===== src/hw/rtl/pum_store.sv =====
module pum_store #(
    parameter int DEPTH = 136,
    parameter int WIDTH = 16
) (
    input  logic                     i_clk,
    input  logic                     i_wr_en,
    input  logic [$clog2(DEPTH)-1:0] i_wr_addr,
    input  logic [WIDTH-1:0]         i_wr_data,
    input  logic                     i_rd_en,
    input  logic [$clog2(DEPTH)-1:0] i_rd_addr,
    output logic [WIDTH-1:0]         o_rd_data
);

    logic [WIDTH-1:0] r_mem [DEPTH];
    logic [WIDTH-1:0] r_rd_data;

    always_ff @(posedge i_clk) begin
        if (i_wr_en) begin
            r_mem[i_wr_addr] <= i_wr_data;
        end
        if (i_rd_en) begin
            r_rd_data <= r_mem[i_rd_addr];
        end
    end

    assign o_rd_data = r_rd_data;

endmodule


===== config.mk =====
export PLATFORM = sky130hd
export DESIGN_NAME = pum_store
export DESIGN_NICKNAME = d
export VERILOG_FILES = /design/src/hw/rtl/pum_store.sv
export SDC_FILE = /design/constraint.sdc
export NUM_CORES = 2
export LEC_CHECK = 0
export BUFFER_PORTS_ARGS = -buffer_cell sky130_fd_sc_hd__buf_2
export CORE_MARGIN = 2
export CORE_UTILIZATION = 25
export CTS_CLUSTER_DIAMETER = 30
export DETAILED_ROUTE_END_ITERATION = 12
export GPL_ROUTABILITY_DRIVEN = 0
export GPL_TIMING_DRIVEN = 0
export PLACE_DENSITY = 0.42
export REMOVE_ABC_BUFFERS = 1
export SLEW_MARGIN = 20
export SYNTH_ARGS = -nofsm -noshare
export SYNTH_HDL_FRONTEND = slang
export SYNTH_SLANG_ARGS = --single-unit

===== constraint.sdc =====
create_clock -name i_clk -period 2.5 [get_ports i_clk]
set_input_delay 0.5 -clock i_clk [delete_from_list [all_inputs] [get_ports i_clk]]
set_output_delay 0.5 -clock i_clk [all_outputs]
set_load 0.05 [all_outputs]

; ---- Word-level counts from Yosys, hierarchy flattened
; Memories as Yosys holds them, arrays and structs flattened. A register that Yosys moved wholly into a read port is not among the register bits.
; Cells that the tools add are included.
[word_totals]
ram_bits = 2176
register_bits = 0
n_memories = 1
wordCells = 3
in_bits = 35
output_inout_bits = 16
[op_classes]
muxes = 2
[mem_list]
columns = memory, depth, width, read_ports, rd_ports_with_merged_regs, wr, line_no
row1 = r_mem, 136, 16, 1, 1, 1, 14  ; logic [WIDTH-1:0] r_mem [DEPTH];
[op_table]
columns = op, n
row1 = $mux W1, 2

; ---- Depth between registers and ports, before layout
[depth]
ltp_word = 2
mapped_depth = 12
depth_no_buf = 6

; ---- Worst setup path before layout
; No wires, ideal clock.
[synth_timing]
path_type = input to register
start = input port i_rd_addr[0]
end = register r_rd_data[12] (netlist: o_rd_data[12]), read port of r_mem, data pin
slack_ps = 40
path_stages = 7
path_buffers = 3
arrival_time_ps = 2185
cell_sequence = buf_6 buf_12 buf_6 mux4_2 mux4_2 o221ai_1 o221ai_1
[synth_lines]
columns = element, line_no
row1 = "start, declared", 10  ; input logic [$clog2(DEPTH)-1:0] i_rd_addr,
row2 = "end, declared", 15  ; logic [WIDTH-1:0] r_rd_data;

==> impl_metrics.tcl <==
set metrics [dict create \
    status "finished with violations" \
    violations "setup timing" \
    design_area_mm2 0.1122 \
    final_util_pct 33.11 \
    die_area_mm2 0.3443 \
    holdWs_ns 0.03012 \
    synth.distinct_cells 53 \
    power_density_mw_per_mm2 976.3 \
    end_kind "flop" \
    avgViaCountPerCell 4.605 \
    syn_to_final_growth_pct 32.17 \
    nets 4550 \
    yosysSeqAreaShare_pct 77.52 \
    place_ws_ns -3.316 \
    fill_cells 32131 \
    grt_pass1_vias 44731 \
    grt_overflow 0 \
    first_pass_iters 5 \
    drt-wirelength-per-cell_um 29.08 \
    cts-root-buf "clkbuf_16" \
    seqPwrFrac_pct 37.2 \
    ys_ff_latch 2192 \
    synth_top_family_by_area "multiplexers" \
    num_rows 214 \
    grt_use_total_pct 15.39 \
    core_region_area_mm2 0.3390 \
    hpwl_um 149800 \
    synth_warnings 0 \
    synthCells 3985 \
    drt_iter0_drc 4104 \
    rsz0062_at_grt "true" \
    grt_pass1_wl_um 371900 \
    stdcell_count 9480 \
    postRouteWirelength_um 275700 \
    synth_top_area_share_pct 77.52 \
    p_sw_share_pct 21.71 \
    path_clk_slew_ns 0.05 \
    crit_path_max_fanout 20 \
    synth_top_cell_by_area "edfxtp_1" \
    fmax_mhz 350.5 \
    ir_drop_mv 0.6185 \
    die_h_um 586.8 \
    reg2reg_to "o_rd_data[8]" \
    period_minus_slack_ns 2.853 \
    holdPathStages 1 \
    dp.cells 8437 \
    setup_viol 12 \
    antenna_found_initial 26 \
    clockBufferDepth 4 \
    maxCapViolCount 0 \
    switchingPower_mw 23.79 \
    arrival_ns 3.39 \
    start_util_pct 25.05 \
    grt_max_degree 101 \
    cts_num_sinks 2192 \
    cp-start-kind "input port" \
    relSlewSlack_pct 18.83 \
    place_area_mm2 0.09262 \
    crit_required_ns 3.04 \
    hp-class "in2reg" \
    finalClockSkew_ns 0.07316 \
    p_leak_nw 36.27 \
    r2r_slack_ns -0.33 \
    clkPwrFrac_pct 58.3 \
    numPortBuffers 50 \
    drc_errors 0 \
    vias 43658 \
    syn_area_per_cell_um2 21.31 \
    synth_edf_count 2192 \
    synth_xor_area_share_pct 0 \
    io_pins 51 \
    synthAdderAreaFrac_pct 0 \
    synth_flop_cell "edfxtp_1" \
    min_from "i_wr_data[14]" \
    timing.final.ws_setup_ns -0.3534 \
    synth_mux_area_share_pct 15.54 \
    critPathKind "in2reg" \
    setup_tns_ns -2.572 \
    reg2reg_depth 6 \
    intPower_mw 85.78 \
    power_mw 109.6 \
    cts_tree "yes" \
    drtAntennaViolNets 0 \
    synth_area_leaders "edfxtp_1 (78%), mux4_2 (11%), mux2i_1 (3.9%)" \
    worstMarginPinSlew_ns 1.215 \
    fp.dieW_um 586.8 \
    synthSimpleGateAreaFrac_pct 2.101 \
    drive_gt1_share_pct 35.26 \
    syn_area_mm2 0.08491 \
    drv_slew 0 \
    worstReg2RegStart "r_mem[61][8]" \
    fin_crit_sh_pct 114.1 \
    worstSkewPairLatency_ns 0.92 \
    cts_buffers 482 \
    htreeDepth 5 \
    min_to "r_mem[85][14]" \
    async_flop_share_pct 0 \
    finalHoldViolations 0 \
    synth_compound_area_share_pct 3.109 \
    combPwrFrac_pct 4.5 \
]
==> what timing repair did <==
action	4_1_cts	5_1_grt
pin swaps	23	27
setup buffers	48	27
gates cloned	34	13
resized for setup	131	47
setup endpoints to repair	16	106
hold buffers	8	0
endpoints found under the hold margin	123	0
==> worst max-delay path by stage <==
stage,start,end,depth (start not counted)
2_1_floorplan,i_rd_addr[2],o_rd_data[6],5
3_3_place_gp,i_rd_addr[0],o_rd_data[9],5
3_5_place_dp,i_rd_addr[2],o_rd_data[13],10
4_1_cts,r_mem[31][8],o_rd_data[8],6
5_1_grt,r_mem[31][8],o_rd_data[8],6
6_report,i_rd_addr[0],o_rd_data[8],9
==> synth_stat cells, types with 6 or more instances <==
library cell / n
nor3_1: 22
a21oi_1: 60
edfxtp_1: 2192
o21ai_0: 45
a221oi_1: 24
nand3_1: 21
a311oi_1: 16
mux4_2: 426
buf_2: 54
nand2b_1: 13
mux2i_1: 333
buf_1: 13
o22ai_1: 24
o211ai_1: 37
nor2b_1: 26
buf_6: 30
buf_4: 23
mux4_1: 6
o221ai_1: 29
clkbuf_1: 82
and2_1: 7
nor2_1: 173
a211oi_1: 23
buf_8: 16
mux2_2: 10
a22oi_1: 67
nand2_1: 128
a31oi_1: 32
==> routing by layer <==
layer,vias to the layer above,GRT usage [%],share of wire (%)
met5,-,0,0
met4,0,5.270,3.3
met1,23638,20.59,43
met3,429,2.941,5.9
li1,18119,-,-
met2,1472,24.99,48
==> power by group through the flow <==
stage                     logic (mW)  registers (mW)  clock network, mW
after floorplan                 1.43            41.4                  0
after CTS                       4.86            40.7               64.7
final                           4.94            40.7               63.9
after global routing            5.16            40.7               66.6
after detailed placement        4.24            41.4                  0
after global placement          5.17            41.5                  0
==> registers in the layout, summed over array words and instances, names as in the netlist <==
register and count:
r_mem 2176, o_rd_data 16
==> cells by family after synthesis <==
family,after synthesis
AO/OA/AOI/OAI,381
flip-flops,2192
buffers and inverters,225
multiplexers,775
AND/OR/NAND/NOR,412
==> final cells by class <==
cell class,instances,area (µm²),share of cell area [%]
Sequential cell,2192,65820,58.65
Multi-Input combinational cell,1570,19480,17.36
Clock buffer,537,12330,10.99
Tap cell,4536,5675,5.057
Timing Repair Buffer,266,4611,4.108
Clock inverter,361,4239,3.777
Antenna cell,15,37.54,0.03345
Inverter,3,31.28,0.02787
==> layout by cell type, fill, tap and decap left out, types with 28 or more instances in the layout <==
cell / Yosys / routed
clkbuf_16: 0 / 497
bufinv_16: 0 / 79
mux2i_1: 333 / 323
clkinvlp_4: 0 / 44
clkinv_1: 0 / 87
mux4_2: 426 / 429
buf_4: 23 / 60
clkinv_2: 0 / 101
edfxtp_1: 2192 / 2192
o21ai_0: 45 / 37
buf_12: 4 / 28
o211ai_1: 37 / 37
nand2_1: 128 / 109
a22oi_1: 67 / 64
a21oi_1: 60 / 47
nor2_4: 0 / 121
buf_2: 54 / 29
a31oi_1: 32 / 30
clkbuf_1: 82 / 52
buf_16: 0 / 63
nor2_1: 173 / 32
==> worst max-delay path, stage by stage <==
cell      delay [ns]
buf_16          0.12
buf_16          0.16
buf_16          0.18
buf_16          0.22
mux4_2          0.53
mux2i_1         0.35
a21oi_1         0.19
o211ai_1        0.58
o211ai_1        0.42
Power figures use the tool's default switching activity.
