===== src/hw/rtl/pum_pkg.sv =====
package pum_pkg;

    localparam int ACTION_W  = 2;
    localparam int IDX_W     = 4;
    localparam int VALUE_W   = 16;
    localparam int CFG_W     = 5;
    localparam int PRODUCT_W = 36;
    localparam int STATUS_W  = 2;

    localparam logic [ACTION_W-1:0] ACT_WRITE_A = 2'd0;
    localparam logic [ACTION_W-1:0] ACT_WRITE_B = 2'd1;
    localparam logic [ACTION_W-1:0] ACT_QUERY   = 2'd2;

    localparam logic [STATUS_W-1:0] STAT_OK    = 2'd0;
    localparam logic [STATUS_W-1:0] STAT_BELOW = 2'd1;
    localparam logic [STATUS_W-1:0] STAT_RANGE = 2'd2;

    typedef enum logic [1:0] {
        ST_IDLE,
        ST_RUN,
        ST_DRAIN,
        ST_HOLD
    } t_state;

    typedef struct packed {
        logic clear;
        logic rd_valid;
        logic rd_last;
    } t_mac_ctl;

endpackage


===== src/hw/rtl/pum_mac.sv =====
module pum_mac #(
    parameter int ELEM_WIDTH = 16
) (
    input  logic                               i_clk,
    input  logic                               i_rst_n,
    input  pum_pkg::t_mac_ctl                  i_ctl,
    input  logic signed [ELEM_WIDTH-1:0]       i_a,
    input  logic signed [ELEM_WIDTH-1:0]       i_b,
    output logic [pum_pkg::PRODUCT_W-1:0]      o_acc,
    output logic                               o_done
);

    localparam int PW = 2 * ELEM_WIDTH;
    localparam int XW = PW + pum_pkg::PRODUCT_W;

    logic signed [PW-1:0]            r_prod;
    logic                            r_v2;
    logic                            r_last2;
    logic [pum_pkg::PRODUCT_W-1:0]   r_acc;
    logic signed [XW-1:0]            w_prod_ext;
    logic [pum_pkg::PRODUCT_W-1:0]   w_prod_cut;

    always_ff @(posedge i_clk) begin
        if (!i_rst_n) begin
            r_v2    <= 1'b0;
            r_last2 <= 1'b0;
        end else if (i_ctl.clear) begin
            r_v2    <= 1'b0;
            r_last2 <= 1'b0;
        end else begin
            r_v2    <= i_ctl.rd_valid;
            r_last2 <= i_ctl.rd_last;
        end
    end

    always_ff @(posedge i_clk) begin
        r_prod <= i_a * i_b;
    end

    // sign-extend, then keep the low bits: the sum wraps like the spec says
    assign w_prod_ext = XW'(r_prod);
    assign w_prod_cut = w_prod_ext[pum_pkg::PRODUCT_W-1:0];

    always_ff @(posedge i_clk) begin
        if (i_ctl.clear) begin
            r_acc <= '0;
        end else if (r_v2) begin
            r_acc <= r_acc + w_prod_cut;
        end
    end

    assign o_acc  = r_acc;
    assign o_done = r_v2 & r_last2;

endmodule


===== config.mk =====
export PLATFORM = sky130hd
export DESIGN_NAME = pum_mac
export DESIGN_NICKNAME = d
export VERILOG_FILES = /design/src/hw/rtl/pum_pkg.sv /design/src/hw/rtl/pum_mac.sv
export SDC_FILE = /design/constraint.sdc
export NUM_CORES = 1
export LEC_CHECK = 0
export ABC_AREA = 1
export BUFFER_PORTS_ARGS = -buffer_cell sky130_fd_sc_hd__buf_2
export CAP_MARGIN = 20
export CORE_MARGIN = 2
export CORE_UTILIZATION = 60
export DETAILED_ROUTE_END_ITERATION = 10
export PLACE_DENSITY = 0.75
export SYNTH_ARGS = -nofsm -noshare
export SYNTH_HDL_FRONTEND = slang
export SYNTH_SLANG_ARGS = --single-unit

===== constraint.sdc =====
create_clock -name i_clk -period 11 [get_ports i_clk]
set_clock_uncertainty 0.1 [all_clocks]
set_input_delay 1.1 -clock i_clk [delete_from_list [all_inputs] [get_ports i_clk]]
set_output_delay 1.1 -clock i_clk [all_outputs]
set_load 0.01 [all_outputs]

[Yosys cells after proc, flatten, opt, wreduce, memory -nomap -nowiden]
Index checks and enable logic that the tools add are counted.
Word-level totals
  logic and storage cells: 9
  RAM bits: 0
  latch bits: 0
  memories kept: 0
  register bits: 70
  output and inout port bits: 37
  memory bits (read-only): 0
Operators by class
  shifts and indexed selects: 0
  bitwise gates (word level): 2
  reduce and logical (&&, ||, !) cells: 1
  muxes and demuxes: 0
  $add $sub $neg: 1
  $lt $le $gt $ge: 0
  equality and inequality tests: 0
  div/mod/pow operators: 0
  multiply operators: 1
Operators by type and width (count)
  36-bit adder: 1
  16-bit by 16-bit multiplier with 32-bit output: 1
  2-bit OR reduction: 1
  1-bit AND: 1
  1-bit inverter: 1

[Longest topological paths before layout]
  depth after elaboration: 2
  depth in mapped cells: 27
  mapped depth without buffers: 25

[Worst setup path before layout]
No wires, ideal clock.
  path type: in2reg
  from: input i_b[6]
  to: register r_prod[31]
  data arrival time: 6.151 ns
  path slack: 4.624 ns
  stages: 20
  library setup time: 0.124 ns
  buffers on the path: 2
  path through: clkbuf_1 clkbuf_1 nand2_1 fa_1 inv_1 fa_1 inv_1 fa_1 fa_1 fa_1 fa_1 inv_1 ha_1 a21oi_1 o21ai_0 a21oi_1 nand2_1 a21oi_1 nand2_1 xor2_1
On the way
  cells in the longest elaborated chain, start to end: 1
RTL lines
  start: declaration: RTL line pum_mac.sv:8  | input logic signed [ELEM_WIDTH-1:0] i_b,
  16-bit by 16-bit multiplier with 32-bit output: RTL line pum_mac.sv:37  | r_prod <= i_a * i_b;
  end signal: assignment: RTL line pum_mac.sv:37
  end: declaration: RTL line pum_mac.sv:16  | logic signed [PW-1:0] r_prod;
No other way between the ends.
A chain may end at the register's enable or synchronous reset.

[Worst setup path in the final report]
  from: input i_b[1]
  to: register r_prod[31]
Same word-level chain as after synthesis.

==> flow_summary_export.csv <==
group,metric,value,unit
sta,setup_viol,0,
synthesis,syn_area,15000,um^2
floorplanning,die_width,162,um
worst_setup_path,cp_data_arrival_time,6530,ps
sta,slew_headroom,47.6,%
clocking,root_buffer,"clkbuf_16",
worst_setup_path,rr_startpoint,"o_acc[0]",
clocking,clk_pin_slew_worst_paths,60,ps
route,via_per_inst,5.16,
route,drtAntennaViolNets,0,
sta,finalSetupTns,0,ps
layout,final_cell_mix,"inv_1 (565), nand2_1 (474), fa_1 (263), nor2_1 (159), ha_1 (117)",
worst_setup_path,cp_slowest_cell,"fa_1",
clocking,holdBufCountCts,0,
min_path,hold_end,"o_acc[0]",
synthesis,synth-main-ff-cell,"dfxtp_1",
worst_setup_path,r2r_cells,15,
min_path,hp-class,"reg2reg",
global_routing,grt_pass1_vias,13100,
synthesis,synth_edf_count,0,
worst_setup_path,r2r_end,"o_acc[32]",
sta,min_period,6410,ps
synthesis,synth_nets,2467,
worst_setup_path,cp-end-kind,"flip-flop",
placement,portBuffers,73,
clocking,cts_tree,"built",
sta,tightest_slew,786,ps
clocking,h-tree-depth,3,
min_path,hold_depth,2,
synthesis,yosysWarnings,0,
worst_setup_path,cp_common_cell,"fa_1",
route,wl_met3,2200,um
clocking,cts_resized,0,
synthesis,syn_inst,2050,
worst_setup_path,max_stage_delay,810,ps
run,drv_cap,0,
route,met1_length,15900,um
route,dr_wl_met2,18600,um
sta,hold_viol,0,
route,remaining_drc_errors,0,
floorplanning,core-area,24400,um^2
route,dr.pass1.iters,5,
placement,dp_hpwl,32000,um
sta,rsz0062_at_grt,"false",
clocking,postCtsSetupBuffers,0,
worst_setup_path,cp-start-kind,"input pin",
placement,gp_congestion,0.954,
synthesis,synth_seq_cells,70,
layout,drive_gt1_share,6.37,%
floorplanning,dieArea,26200,um^2
layout,n_antenna_cell,0,
worst_setup_path,reg2reg_slack,8390,ps
clocking,numCtsBuffers,9,
worst_setup_path,path_cells,"buf_2 -> nand2_1 -> inv_1 -> fa_1 -> fa_1 -> fa_1 -> fa_1 -> fa_1 -> inv_1 -> fa_1 -> inv_1 -> ha_1 -> a21oi_1 -> a21boi_0 -> o21ai_0 -> a21oi_1 -> nand2_1 -> xor2_1",
layout,num-nets-final,2485,
clocking,clockBufferDepth,2,
run_status,status,"finished, final reports clean",
synthesis,ys_async_sr_fraction,0,%
synthesis,synth_cell_types,42,
global_routing,grt_max_degree,58,
global_routing,grt_use_total,30.3,%
global_routing,antenna_found_initial,0,
worst_setup_path,critPathKind,"in2reg",
floorplanning,rows,57,
route,routed-via-count,12400,
sta,fmax,0.156,GHz
layout,area_growth,5.81,%
clocking,clkLatencyLatePin,340,ps
floorplanning,initial_utilization,61.4,%
synthesis,ys_seq_area_share,9.36,%
worst_setup_path,cp_max_fo,16,
route,routedWlPerCell,15.7,um
clocking,clock-sinks,70,
min_path,min_from,"o_acc[0]",
global_routing,grt_remaining_overflow,0,
worst_setup_path,cp.required,11110,ps
route,drtIter0Drc,852,
floorplanning,die_y,162,um
sta,drv_slew,0,
layout,final_common_cell,"inv_1",
synthesis,syn_area_per_cell,7.30,um^2
floorplanning,io_pins,74,
sta,min_period_over_period,58.3,%
route,routed_wl,37500,um
global_routing,grt_pass1_wl,63500,um
route,dr.max_layer_used,"met4",
## final cells by class
| type | instances | area, um^2 |
|---|---|---|
| Multi-Input combinational cell | 1343 | 11200 |
| Timing Repair Buffer | 74 | 385 |
| Sequential cell | 70 | 1400 |
| Inverter | 570 | 2140 |
| Tap cell | 324 | 405 |
| Clock buffer | 9 | 225 |
| Clock inverter | 7 | 105 |
| Fill cell | 2230 | 8550 |
## sequential cells by signal, indices dropped and copies added, names as in the netlist
register and count:
o_acc 36, r_prod 32, r_last2 1, r_v2 1
## critical path, delay by kind of cell
| family | cells | cell delay, ps |
|---|---|---|
| compound gates | 4 | 800 |
| simple gates | 2 | 230 |
| fa+ha+maj | 7 | 3660 |
| buf+inv | 4 | 580 |
| xor+xnor | 1 | 150 |
## cell usage after synthesis, types with 5 or more instances
library cell | number | area [um^2]
a21o_1 | 7 | 52.6
a21oi_1 | 68 | 340
clkbuf_1 | 62 | 233
dfxtp_1 | 70 | 1400
fa_1 | 263 | 5270
ha_1 | 117 | 1460
inv_1 | 565 | 2120
inv_2 | 5 | 18.8
nand2_1 | 474 | 1780
nand2_2 | 7 | 43.8
nand3_1 | 57 | 285
nand4_1 | 15 | 93.8
nor2_1 | 159 | 597
nor2_2 | 7 | 43.8
nor3_1 | 5 | 25.0
o21ai_0 | 41 | 205
o21ai_1 | 11 | 55.1
o21bai_1 | 12 | 90.1
or2_2 | 6 | 37.5
xnor2_1 | 17 | 149
xor2_1 | 35 | 307
## metrics by stage
| stage | cell area (um^2) | hold slack, ps | worst slack (ps) | util [%] | cells |
|---|---|---|---|---|---|
| floorplan | 15000 | 402 | 4620 | - | 2050 |
| global placement | 15500 | 363 | 4260 | 63.5 | 2380 |
| detailed placement | 15500 | 379 | 4240 | 63.5 | 2380 |
| CTS | 15800 | 389 | 4570 | 64.9 | 2396 |
| global route | 15800 | 426 | 4220 | 64.9 | 2397 |
| finish | 15800 | 386 | 4590 | 64.9 | 2397 |
## worst max path at each step
stage / startpoint / to / slack [ps] / depth (start not counted)
after floorplan: i_b[6] / r_prod[31] / 4620 / 20
after global placement: i_b[1] / r_prod[29] / 4260 / 22
after detailed placement: i_b[1] / r_prod[28] / 4240 / 17
after CTS: i_b[1] / r_prod[28] / 4570 / 17
after global routing: i_b[1] / r_prod[31] / 4220 / 19
final: i_b[1] / r_prod[31] / 4590 / 18
## routing by layer
metal / vias to the layer above / track usage [%]
li1: 5982 / -
met1: 5941 / 39.9
met2: 390 / 54.2
met3: 66 / 2.89
met4: 0 / 7.56
met5: - / 0
## cell families after synthesis
kind of cell               count (synthesis)  synth area share (%)
AOI/OAI and AO/OA                        158                  6.00
xor gates and xnor gates                  52                  3.04
adders and majority gates                380                  44.9
buffers and inverters                    637                  16.0
DFF                                       70                  9.36
and+or+nand+nor                          753                  20.7
Power is not shown: default switching activity piles up to over one toggle a cycle in this logic, so the estimate is an artifact.
